==> config.mk <==
export PLATFORM = sky130hd
export DESIGN_NAME = base32_stream_encoder
export DESIGN_NICKNAME = d
export VERILOG_FILES = /design/src/b32enc_pkg.sv /design/src/b32enc_front.sv /design/src/b32enc_queue.sv /design/src/b32enc_back.sv /design/src/base32_stream_encoder.sv
export VERILOG_INCLUDE_DIRS = /design/src /design/src/src
export SDC_FILE = /design/constraint.sdc
export NUM_CORES = 1
export LEC_CHECK = 0
export ABC_AREA = 0
export BUFFER_PORTS_ARGS = -buffer_cell sky130_fd_sc_hd__buf_2
export CORE_AREA = 2 2 87 106
export DETAILED_ROUTE_END_ITERATION = 8
export DIE_AREA = 0 0 89 108
export PLACE_DENSITY = 0.61
export RECOVER_POWER = 50
export SETUP_SLACK_MARGIN = 0.15
export SLEW_MARGIN = 20
export SYNTH_ARGS = -nofsm -noshare
export SYNTH_HDL_FRONTEND = slang
export SYNTH_SLANG_ARGS = --single-unit
==> constraint.sdc <==
create_clock -name clock -period 6.23 [get_ports clock]
set_input_delay 1.246 -clock clock [delete_from_list [all_inputs] [get_ports clock]]
set_output_delay 1.246 -clock clock [all_outputs]
set_load 0.01 [all_outputs]
==> src/base32_stream_encoder_macros.svh <==
// Assertion macros shared by the base32 stream encoder RTL.
`ifndef BASE32_STREAM_ENCODER_MACROS_SVH
`define BASE32_STREAM_ENCODER_MACROS_SVH

// Condition holds at every clock edge outside reset.
`define B32_ASSERT_ALWAYS(label, clk, rst, cond, msg) \
   label: assert property (@(posedge clk) disable iff (rst) (cond)) else $error(msg);

// Antecedent implies consequent in the same cycle.
`define B32_ASSERT_SAME(label, clk, rst, ante, cons, msg) \
   label: assert property (@(posedge clk) disable iff (rst) (ante) |-> (cons)) \
      else $error(msg);

// Antecedent implies consequent in the following cycle.
`define B32_ASSERT_NEXT(label, clk, rst, ante, cons, msg) \
   label: assert property (@(posedge clk) disable iff (rst) (ante) |=> (cons)) \
      else $error(msg);

`endif

==> src/b32enc_pkg.sv <==
// Types, constants and the alphabet function of the base32 stream encoder.
package b32enc_pkg;

   localparam int QUEUE_DEPTH_DEF = 2;
   localparam logic [7:0] PAD_CHAR = 8'h3D;

   typedef struct packed {
      logic [7:0] data_byte;
      logic       is_final;
   } req_type;

   typedef struct packed {
      logic [7:0] out_char;
      logic       out_last;
   } rsp_type;

   // One byte's worth of characters: up to three slices, then pad characters.
   typedef struct packed {
      logic [2:0][4:0] slices;
      logic [1:0]      num_slices;
      logic [2:0]      last_idx;
      logic            is_final;
   } job_type;

   // A-Z then a-f
   function automatic logic [7:0] b32_char(input logic [4:0] slice);
      if (slice < 5'd26) begin
         return 8'h41 + {3'b000, slice};
      end else begin
         return 8'h61 + {3'b000, slice} - 8'd26;
      end
   endfunction

endpackage

==> src/b32enc_front.sv <==
// Front end: takes source bytes, cuts them into 5-bit slices and builds jobs.
module b32enc_front (
   input  logic                clock,
   input  logic                reset,
   input  logic                req_valid,
   output logic                req_stall,
   input  b32enc_pkg::req_type req_data,
   input  logic                queue_full,
   output logic                job_push,
   output b32enc_pkg::job_type job_data
);
   import b32enc_pkg::*;
   `include "base32_stream_encoder_macros.svh"

   localparam logic [2:0] POS_0 = 3'd0;
   localparam logic [2:0] POS_1 = 3'd1;
   localparam logic [2:0] POS_2 = 3'd2;
   localparam logic [2:0] POS_3 = 3'd3;
   localparam logic [2:0] POS_4 = 3'd4;

   logic [3:0] carry_ff, carry_in;
   logic [2:0] pos_ff, pos_in;

   logic [7:0] b;
   logic [3:0] c;
   logic [4:0] s0, s1, flush;
   logic       two, has_flush;
   logic [2:0] pads;
   logic [3:0] carry_next;
   logic [2:0] pos_next;
   logic       accept;

   assign req_stall = queue_full;
   assign accept    = req_valid && !req_stall;
   assign job_push  = accept;
   assign b         = req_data.data_byte;
   assign c         = carry_ff;

   always_comb begin
      s1        = 5'd0;
      two       = 1'b0;
      has_flush = 1'b1;
      unique case (pos_ff)
         POS_1: begin
            s0         = {c[2:0], b[7:6]};
            s1         = b[5:1];
            two        = 1'b1;
            carry_next = {3'b000, b[0]};
            flush      = {b[0], 4'b0000};
            pads       = 3'd4;
            pos_next   = POS_2;
         end
         POS_2: begin
            s0         = {c[0], b[7:4]};
            carry_next = b[3:0];
            flush      = {b[3:0], 1'b0};
            pads       = 3'd3;
            pos_next   = POS_3;
         end
         POS_3: begin
            s0         = {c[3:0], b[7]};
            s1         = b[6:2];
            two        = 1'b1;
            carry_next = {2'b00, b[1:0]};
            flush      = {b[1:0], 3'b000};
            pads       = 3'd1;
            pos_next   = POS_4;
         end
         POS_4: begin
            s0         = {c[1:0], b[7:5]};
            s1         = b[4:0];
            two        = 1'b1;
            carry_next = 4'd0;
            flush      = 5'd0;
            has_flush  = 1'b0;
            pads       = 3'd0;
            pos_next   = POS_0;
         end
         default: begin
            // start of group; unused codes behave the same
            s0         = b[7:3];
            carry_next = {1'b0, b[2:0]};
            flush      = {b[2:0], 2'b00};
            pads       = 3'd6;
            pos_next   = POS_1;
         end
      endcase
   end

   always_comb begin
      job_data.slices[0] = s0;
      job_data.slices[1] = two ? s1 : flush;
      job_data.slices[2] = flush;
      job_data.is_final  = req_data.is_final;
      if (req_data.is_final) begin
         job_data.num_slices = {1'b0, two} + 2'd1 + {1'b0, has_flush};
         job_data.last_idx   = {2'b00, two} + {2'b00, has_flush} + pads;
      end else begin
         job_data.num_slices = {1'b0, two} + 2'd1;
         job_data.last_idx   = {2'b00, two};
      end
   end

   always_comb begin
      carry_in = carry_ff;
      pos_in   = pos_ff;
      if (accept) begin
         if (req_data.is_final) begin
            carry_in = 4'd0;
            pos_in   = POS_0;
         end else begin
            carry_in = carry_next;
            pos_in   = pos_next;
         end
      end
   end

   always_ff @(posedge clock) begin
      if (reset) begin
         carry_ff <= 4'd0;
         pos_ff   <= POS_0;
      end else begin
         carry_ff <= carry_in;
         pos_ff   <= pos_in;
      end
   end

   `B32_ASSERT_ALWAYS(a_pos_range, clock, reset, pos_ff <= POS_4, "group position out of range")
   `B32_ASSERT_NEXT(a_final_clears, clock, reset, accept && req_data.is_final,
      pos_ff == POS_0 && carry_ff == 4'd0, "state not cleared after final byte")

endmodule

==> src/b32enc_queue.sv <==
// Short job queue between the front end and the character emitter.
module b32enc_queue #(
   parameter int DEPTH = b32enc_pkg::QUEUE_DEPTH_DEF
) (
   input  logic                clock,
   input  logic                reset,
   input  logic                push,
   input  b32enc_pkg::job_type push_data,
   input  logic                pop,
   output b32enc_pkg::job_type head_data,
   output logic                empty,
   output logic                full
);
   import b32enc_pkg::*;
   `include "base32_stream_encoder_macros.svh"

   localparam int PTR_W = (DEPTH > 1) ? $clog2(DEPTH) : 1;
   localparam int CNT_W = $clog2(DEPTH + 1);

   job_type            entry_ff [DEPTH];
   logic [PTR_W-1:0]   wr_ptr_ff, wr_ptr_in;
   logic [PTR_W-1:0]   rd_ptr_ff, rd_ptr_in;
   logic [CNT_W-1:0]   count_ff, count_in;

   assign empty     = (count_ff == CNT_W'(0));
   assign full      = (count_ff == CNT_W'(DEPTH));
   assign head_data = entry_ff[rd_ptr_ff];

   always_comb begin
      wr_ptr_in = wr_ptr_ff;
      rd_ptr_in = rd_ptr_ff;
      count_in  = count_ff;
      if (push) begin
         wr_ptr_in = (wr_ptr_ff == PTR_W'(DEPTH - 1)) ? PTR_W'(0) : wr_ptr_ff + PTR_W'(1);
      end
      if (pop) begin
         rd_ptr_in = (rd_ptr_ff == PTR_W'(DEPTH - 1)) ? PTR_W'(0) : rd_ptr_ff + PTR_W'(1);
      end
      if (push && !pop) begin
         count_in = count_ff + CNT_W'(1);
      end else if (pop && !push) begin
         count_in = count_ff - CNT_W'(1);
      end
   end

   always_ff @(posedge clock) begin
      if (push) begin
         entry_ff[wr_ptr_ff] <= push_data;
      end
   end

   always_ff @(posedge clock) begin
      if (reset) begin
         wr_ptr_ff <= '0;
         rd_ptr_ff <= '0;
         count_ff  <= '0;
      end else begin
         wr_ptr_ff <= wr_ptr_in;
         rd_ptr_ff <= rd_ptr_in;
         count_ff  <= count_in;
      end
   end

   `B32_ASSERT_SAME(a_no_overflow, clock, reset, push, !full || pop, "push into full queue")
   `B32_ASSERT_SAME(a_no_underflow, clock, reset, pop, !empty, "pop from empty queue")

endmodule

==> src/b32enc_back.sv <==
// Back end: walks each job and sends one character per transfer.
module b32enc_back (
   input  logic                clock,
   input  logic                reset,
   input  b32enc_pkg::job_type head_data,
   input  logic                queue_empty,
   output logic                job_pop,
   output logic                rsp_valid,
   input  logic                rsp_stall,
   output b32enc_pkg::rsp_type rsp_data
);
   import b32enc_pkg::*;
   `include "base32_stream_encoder_macros.svh"

   logic [2:0] idx_ff, idx_in;
   logic       valid_ff, valid_in;
   rsp_type    data_ff, data_in;
   logic       load, at_end;
   logic [4:0] slice;

   assign load    = (!valid_ff || !rsp_stall) && !queue_empty;
   assign at_end  = (idx_ff == head_data.last_idx);
   assign job_pop = load && at_end;

   assign rsp_valid = valid_ff;
   assign rsp_data  = data_ff;

   always_comb begin
      unique case (idx_ff[1:0])
         2'd0:    slice = head_data.slices[0];
         2'd1:    slice = head_data.slices[1];
         default: slice = head_data.slices[2];
      endcase
   end

   always_comb begin
      data_in  = data_ff;
      valid_in = valid_ff;
      idx_in   = idx_ff;
      if (load) begin
         valid_in = 1'b1;
         data_in.out_char = (idx_ff < {1'b0, head_data.num_slices}) ? b32_char(slice)
                                                                     : PAD_CHAR;
         data_in.out_last = head_data.is_final && at_end;
         idx_in   = at_end ? 3'd0 : idx_ff + 3'd1;
      end else if (!rsp_stall) begin
         valid_in = 1'b0;
      end
   end

   always_ff @(posedge clock) begin
      data_ff <= data_in;
   end

   always_ff @(posedge clock) begin
      if (reset) begin
         valid_ff <= 1'b0;
         idx_ff   <= 3'd0;
      end else begin
         valid_ff <= valid_in;
         idx_ff   <= idx_in;
      end
   end

   `B32_ASSERT_SAME(a_mid_job_queued, clock, reset, idx_ff != 3'd0, !queue_empty,
      "job left the queue before its last character")

endmodule

==> src/base32_stream_encoder.sv <==
// Top level of the streaming base32 encoder with '=' padding.
//
//   port group   dir  handshake             payload
//   req_         in   req_valid/req_stall   req_data (data_byte, is_final)
//   rsp_         out  rsp_valid/rsp_stall   rsp_data (out_char, out_last)
//
// A byte is taken in the cycle it arrives while the job queue has room; it
// yields 1 to 8 characters, sent from a registered output one per cycle while
// rsp_stall is low. Sustained rate is set by the emitter: 1.6 characters per
// byte on average and 8 characters for a final byte at group start.
// Synchronous active-high reset clears position, carry, queue and output valid.
// A stall on rsp_ backs up through the queue into req_stall.
module base32_stream_encoder #(
   parameter int QUEUE_DEPTH = b32enc_pkg::QUEUE_DEPTH_DEF
) (
   input  logic                clock,
   input  logic                reset,
   input  logic                req_valid,
   output logic                req_stall,
   input  b32enc_pkg::req_type req_data,
   output logic                rsp_valid,
   input  logic                rsp_stall,
   output b32enc_pkg::rsp_type rsp_data
);
   import b32enc_pkg::*;

   job_type push_data, head_data;
   logic    push, pop, q_empty, q_full;

   b32enc_front u_front (
      .clock      (clock),
      .reset      (reset),
      .req_valid  (req_valid),
      .req_stall  (req_stall),
      .req_data   (req_data),
      .queue_full (q_full),
      .job_push   (push),
      .job_data   (push_data)
   );

   b32enc_queue #(
      .DEPTH (QUEUE_DEPTH)
   ) u_queue (
      .clock     (clock),
      .reset     (reset),
      .push      (push),
      .push_data (push_data),
      .pop       (pop),
      .head_data (head_data),
      .empty     (q_empty),
      .full      (q_full)
   );

   b32enc_back u_back (
      .clock       (clock),
      .reset       (reset),
      .head_data   (head_data),
      .queue_empty (q_empty),
      .job_pop     (pop),
      .rsp_valid   (rsp_valid),
      .rsp_stall   (rsp_stall),
      .rsp_data    (rsp_data)
   );

endmodule
* Word-level counts from Yosys, hierarchy flattened *
Memories as Yosys holds them, arrays and structs flattened. A register that Yosys moved wholly into a read port is not among the register bits.
Index checks and enable logic that the tools add are counted.

word-level totals
  memories kept = 1
  word-level logic and storage cells = 74
  input bits = 13
  bits in latches = 0
  bits in read-only memories = 0
  bits in writable memories = 42
  output and inout port bits = 11
  register bits = 24

memories
  name              depth  bits a word  read ports  clocked after memory_dff  write ports  line                RTL
  u_queue.entry_ff  2      21           1           1                         1            b32enc_queue.sv:20  job_type entry_ff [DEPTH];

operators by class
  multiply operators = 0
  add/sub/neg operators = 12
  muxes and demuxes = 25
  equality and inequality tests = 8
  magnitude comparators = 2
  div/mod/pow operators = 0
  shifts and indexed selects = 0
  bitwise gates (word level) = 0
  reductions and logical operators = 17

operator list
  cell                   number
  $pmux W5 S4            2
  $pmux W3 S4            2
  $add A7 B5 Y8 const A  2
  $pmux W4 S4            1
  $pmux W5 S3            1
  $mux W1                10
  $mux W5                2
  $pmux W5 S2            1
  $mux W8                1
  $sub A8 B5 Y8 const B  1
  $eq A3 B2 Y1 const B   2
  $logic_and A1 B1 Y1    6
  $logic_not A1 Y1       6
  $mux W3                2
  $lt A5 B5 Y1 const B   1
  $logic_not A2 Y1       2
  $mux W2                2
  $mux W4                1
  $add A3 B1 Y3 const B  1
  $add A3 B3 Y3          1
  $eq A3 B1 Y1 const B   1
  $eq A3 B3 Y1           1
  $eq A3 B3 Y1 const B   1
  $lt A3 B2 Y1           1
  12 further kinds       13

* Longest topological paths before layout *
  depth after elaboration = 7
  mapped depth = 12
  gate-level depth less buffers = 11

* By module *
A second synthesis with hierarchy kept.

second synthesis, totals
  cell total of the unflattened synthesis = 278
  area total of the unflattened synthesis = 3404.5 sq um

by module, submodules not included
  module        instances  cells each  sequential area each (sq um)  area an instance (sq um)
  b32enc_queue  1          87          1361.3                        1715.4
  b32enc_front  1          110         140.1                         900.9
  b32enc_back   1          81          320.3                         788.3

* Least setup slack after synthesis *
No wires, ideal clock.

  path kind = in2reg
  start = input port req_valid
  end = memory u_queue.entry_ff[0][0] (netlist bit) (enable)
  slack = 3390 ps
  required time = 5832 ps
  path buffers = 1
  stages on the path = 3
  library setup time = 398 ps
  data arrival time = 2442 ps
  cells stage by stage = nand2_1 -> clkbuf_1 -> nor2_1

on the way
  longest elaborated chain between the ends = 3

RTL lines
  what                           line                         RTL
  from (decl)                    base32_stream_encoder.sv:18  input logic req_valid,
  $logic_and A1 B1 Y1            b32enc_front.sv:34           assign accept = req_valid && !req_stall;
  $mux W1                        b32enc_queue.sv:47           if (push) begin
  $mux W1 (not written as such)  b32enc_queue.sv:48           entry_ff[wr_ptr_ff] <= push_data;
  to (decl)                      b32enc_queue.sv:20

Every way passes these cells.

==> impl_results.rst <==
.. list-table::
   :header-rows: 1

   * - Metric
     - Value
   * - Result of the run
     - complete, no violations
   * - Synthesized-area fraction occupied by and/or/nand/nor cells
     - 0.157
   * - Setup tns final
     - 0 ns
   * - Worst Setup Slack post-DPL
     - 2.69 ns
   * - Arrival time of data at the critical path endpoint
     - ~3.6 ns
   * - Compound-cell area share of the yosys netlist
     - 0.121
   * - Placed cell count
     - approximately 450
   * - Antenna fix cells
     - 0
   * - Max-cap check violation count
     - 0
   * - Path type of the worst min-delay path
     - register to register
   * - Main combinational cell family by area after synthesis
     - simple AND/OR/NAND/NOR gates
   * - Final Hold Viols
     - 0
   * - Register-to-register path setup slack
     - between 2 and 3 ns
   * - Routed via count divided by cell count
     - 5.02
   * - Syn_area_per_cell
     - around 10 µm²
   * - CTS-repair resized insts
     - 0
   * - Number of warnings reported in the yosys synthesis log
     - 0
   * - Worst-case vdd ir drop
     - approximately 0.14 mV
   * - Critical path required time
     - 6.32 ns
   * - Worst path setup slack after routing
     - 2.68 ns
   * - Layout overhead on the synthesized area
     - 10.8%
   * - Starting density of the core
     - 0.396
   * - Net count after synthesis
     - between 300 and 400
   * - Number of global-route vias before repair
     - 2221
   * - Die outline width
     - roughly 89 µm
   * - Top cells by area, synth
     - sky130_fd_sc_hd__edfxtp_1 (43%), sky130_fd_sc_hd__dfxtp_1 (9.5%), sky130_fd_sc_hd__mux2i_1 (5.6%)
   * - Type of the worst setup path
     - register to register
   * - Longest Clk Path Bufs
     - 2
   * - Number of setup buffers added after CTS
     - 0
   * - Sinks on the clock net
     - 64
   * - Max-slew violation total from the final report
     - 0
   * - Multi-input logic area
     - ~1500 µm²
   * - Die span in y
     - between 100 and 150 µm
   * - Overall track demand over capacity in global routing
     - 0.145
   * - Post-route DRC violation count
     - 0
   * - Core Region
     - 8520 µm²
   * - Number of ports placed on the die boundary
     - 24
   * - Area share of the leading cell type in the synthesized netlist
     - 0.428
   * - Die area
     - 9610 µm²
   * - Count of placed standard cells in the final layout, fillers left out
     - 462
   * - Number of nets still failing antenna checks after routing
     - 0
   * - Pin count of the biggest net entering global routing
     - 37
   * - Final weighted congestion of routability-driven global placement
     - around 0.86
   * - Fraction of the cycle the final worst path needs
     - 0.569
   * - Average wire per cell in the routed design
     - 13.6 µm
   * - Distinct cells, synth
     - 52
   * - Syn Inst Count
     - approximately 330
   * - Synthesized-area fraction occupied by xor and xnor cells
     - 0.0182
   * - Total global routing overflow
     - 0
   * - Post-DP HPWL
     - 4.39 mm
   * - Sort of element at the end of the critical path
     - register
   * - Via count
     - about 2300
   * - Worst Clk Skew
     - ~0.013 ns
   * - Nets@finish
     - approximately 360
   * - Clock root cell
     - sky130_fd_sc_hd__clkbuf_8
   * - Multiplexer share of the synthesized area
     - 0.0909
   * - Worst-Margin Slew
     - 1.13 ns
   * - H-tree depth
     - 3
   * - IO Port Bufs
     - 22
   * - TritonCTS clock tree
     - done
   * - Seq. cell area
     - about 1800 µm²
   * - Synth Area in Adders
     - 0.0431
   * - Unrepaired setup endpoints after global routing
     - no
   * - Global-route wire length before repair
     - 10.6 mm
   * - Reported leakage power
     - 1.34 nW
   * - Synth area leader
     - sky130_fd_sc_hd__edfxtp_1
   * - FFs w/ async S/R, synth
     - 0
   * - Clock buffers created by TritonCTS
     - 9
   * - Pwr Density
     - ~400 nW/µm²
   * - Final wirelength
     - 6.28 mm
   * - Setup-failing EPs final
     - 0
   * - Antenna violations before repair
     - 0
   * - Netlist Area Pre-Place
     - roughly 3400 µm²
   * - Flip-flop and latch count after synthesis
     - 64
   * - Row count
     - 37
   * - Maximum clock frequency
     - 282 MHz
   * - First-pass iteration count of the detailed router
     - 4
   * - Primary flip-flop cell chosen by synthesis mapping
     - sky130_fd_sc_hd__edfxtp_1
   * - Number of enable-type register cells in the synthesized netlist
     - 48
   * - Filler cell count in the final layout
     - 849
   * - Share of layout cells above drive strength 1
     - 0.110
   * - Worst-path clk slew
     - 0.07 ns
   * - Max-slew headroom
     - 0.246
   * - Proportion of synthesized chip area in sequential cells
     - 0.523
   * - Post-layout minimum cycle time
     - 3.55 ns
   * - Max Fanout on Critical Path
     - 31
   * - Count of hold buffers inserted by post-cts repair
     - 0
   * - Startpoint type of the worst setup path
     - register
   * - Clk Latency, worst-skew pair
     - between 0.3 and 0.4 ns
   * - Initial drt markers
     - 107
[kinds of logic (layout without fill, tap and decap cells)]
kind of cell / count (synthesis) / in the layout
AOI/OAI and AO/OA: 66 / 66
xor gates and xnor gates: 7 / 7
adders and majority gates: 11 / 11
buffers and inverters: 36 / 55
DFF: 64 / 64
muxes: 29 / 29
other: 1 / 1
and+or+nand+nor: 112 / 112
[power by group]
group / internal, mW / leakage (nW) / switching [mW]
sequential: 0.589 / 0.582 / 0.0541
clock: 0.214 / 0.108 / 0.150
combinational: 0.190 / 0.651 / 0.280
[worst max-delay path: stages, from the launching register on]
cell	delay, ns
sky130_fd_sc_hd__dfxtp_1	0.93
sky130_fd_sc_hd__nand2b_1	0.22
sky130_fd_sc_hd__nor2_1	0.35
sky130_fd_sc_hd__inv_1	0.14
sky130_fd_sc_hd__nand2_1	0.16
sky130_fd_sc_hd__inv_1	0.06
sky130_fd_sc_hd__ha_1	0.30
sky130_fd_sc_hd__ha_1	0.15
sky130_fd_sc_hd__inv_1	0.05
sky130_fd_sc_hd__fa_1	0.37
sky130_fd_sc_hd__or3_1	0.37
sky130_fd_sc_hd__and3_1	0.18
[final timing paths]
kind | start | endpoint | cells past startpoint
setup reg to reg | u_front.pos_ff[2] | u_queue.entry_ff[1][3] | 11
hold / removal | u_front.c[3] | u_front.c[3] | 2
hold reg to reg | u_front.c[3] | u_front.c[3] | 2
setup / recovery | u_front.pos_ff[2] | u_queue.entry_ff[1][3] | 11
[Yosys cell counts (4+ instances only)]
cell type,count
sky130_fd_sc_hd__nand2_1,39
sky130_fd_sc_hd__nor2_1,34
sky130_fd_sc_hd__ha_1,10
sky130_fd_sc_hd__inv_1,14
sky130_fd_sc_hd__edfxtp_1,48
sky130_fd_sc_hd__nand3_1,8
sky130_fd_sc_hd__nor3_1,6
sky130_fd_sc_hd__clkbuf_1,13
sky130_fd_sc_hd__a21oi_1,26
sky130_fd_sc_hd__xnor2_1,4
sky130_fd_sc_hd__dfxtp_1,16
sky130_fd_sc_hd__mux2i_1,19
sky130_fd_sc_hd__o21ai_0,17
sky130_fd_sc_hd__mux2_2,8
sky130_fd_sc_hd__nor2b_1,5
[sequential cells by signal, indices dropped and copies added, names as in the netlist, named ones only]
register	cells
u_queue.wr_ptr_ff	1
u_back.idx_ff	3
u_front.pos_ff	3
u_front.c	4
u_back.rsp_valid	1
u_queue.count_ff	2
u_queue.entry_ff	40
u_back.rsp_data	8
u_queue.rd_ptr_ff	1
[layout by cell type (no fill, tap or decap), types with 2 or more instances in the layout]
| cell type | count |
|---|---|
| sky130_fd_sc_hd__clkbuf_16 | 2 |
| sky130_fd_sc_hd__xnor2_1 | 4 |
| sky130_fd_sc_hd__a22o_1 | 2 |
| sky130_fd_sc_hd__o21ai_0 | 17 |
| sky130_fd_sc_hd__a211oi_1 | 2 |
| sky130_fd_sc_hd__and3_1 | 3 |
| sky130_fd_sc_hd__xor2_1 | 3 |
| sky130_fd_sc_hd__nand3_1 | 8 |
| sky130_fd_sc_hd__edfxtp_1 | 48 |
| sky130_fd_sc_hd__nand2b_1 | 3 |
| sky130_fd_sc_hd__ha_1 | 10 |
| sky130_fd_sc_hd__a31oi_1 | 2 |
| sky130_fd_sc_hd__nor4b_1 | 2 |
| sky130_fd_sc_hd__or3b_1 | 2 |
| sky130_fd_sc_hd__or3_1 | 3 |
| sky130_fd_sc_hd__inv_1 | 14 |
| sky130_fd_sc_hd__nor2_1 | 34 |
| sky130_fd_sc_hd__nand3b_1 | 2 |
| sky130_fd_sc_hd__nor3_1 | 6 |
| sky130_fd_sc_hd__dfxtp_1 | 15 |
| sky130_fd_sc_hd__o211ai_1 | 3 |
| sky130_fd_sc_hd__buf_2 | 11 |
| sky130_fd_sc_hd__nand2_1 | 39 |
| sky130_fd_sc_hd__a221o_1 | 3 |
| sky130_fd_sc_hd__mux2_2 | 8 |
| sky130_fd_sc_hd__a21oi_1 | 26 |
| sky130_fd_sc_hd__mux2i_1 | 19 |
| sky130_fd_sc_hd__clkbuf_8 | 11 |
| sky130_fd_sc_hd__clkbuf_1 | 15 |
| sky130_fd_sc_hd__nor2b_1 | 5 |
[per-stage QoR]
step,area [µm²],total power [mW],utilization,hold WS (ns)
6_report,3730,1.48,0.438,0.480
4_1_cts,3750,1.50,0.441,0.485
2_1_floorplan,3370,1.02,-,0.432
3_5_place_dp,3540,1.13,0.416,0.472
3_3_place_gp,3540,1.12,0.416,0.468
5_1_grt,3730,1.58,0.438,0.500
[routing by layer]
| metal | vias to the layer above | track usage | share of wire |
|---|---|---|---|
| met2 | 45 | 0.228 | 0.48 |
| li1 | 1189 | - | - |
| met5 | - | 0 | 0 |
| met1 | 1073 | 0.183 | 0.46 |
| met4 | 0 | 0.0778 | 0.032 |
| met3 | 13 | 0.0344 | 0.032 |
[area by class of cell]
| type | instances | area share |
|---|---|---|
| sequential | 64 | 0.472 |
| multi-input combinational | 226 | 0.389 |
| clock buffer | 15 | 0.0559 |
| tap | 117 | 0.0392 |
| timing repair buffer | 24 | 0.0278 |
| inverter | 15 | 0.0151 |
| clock inverter | 1 | 0.00101 |
Power figures use the tool's default switching activity.
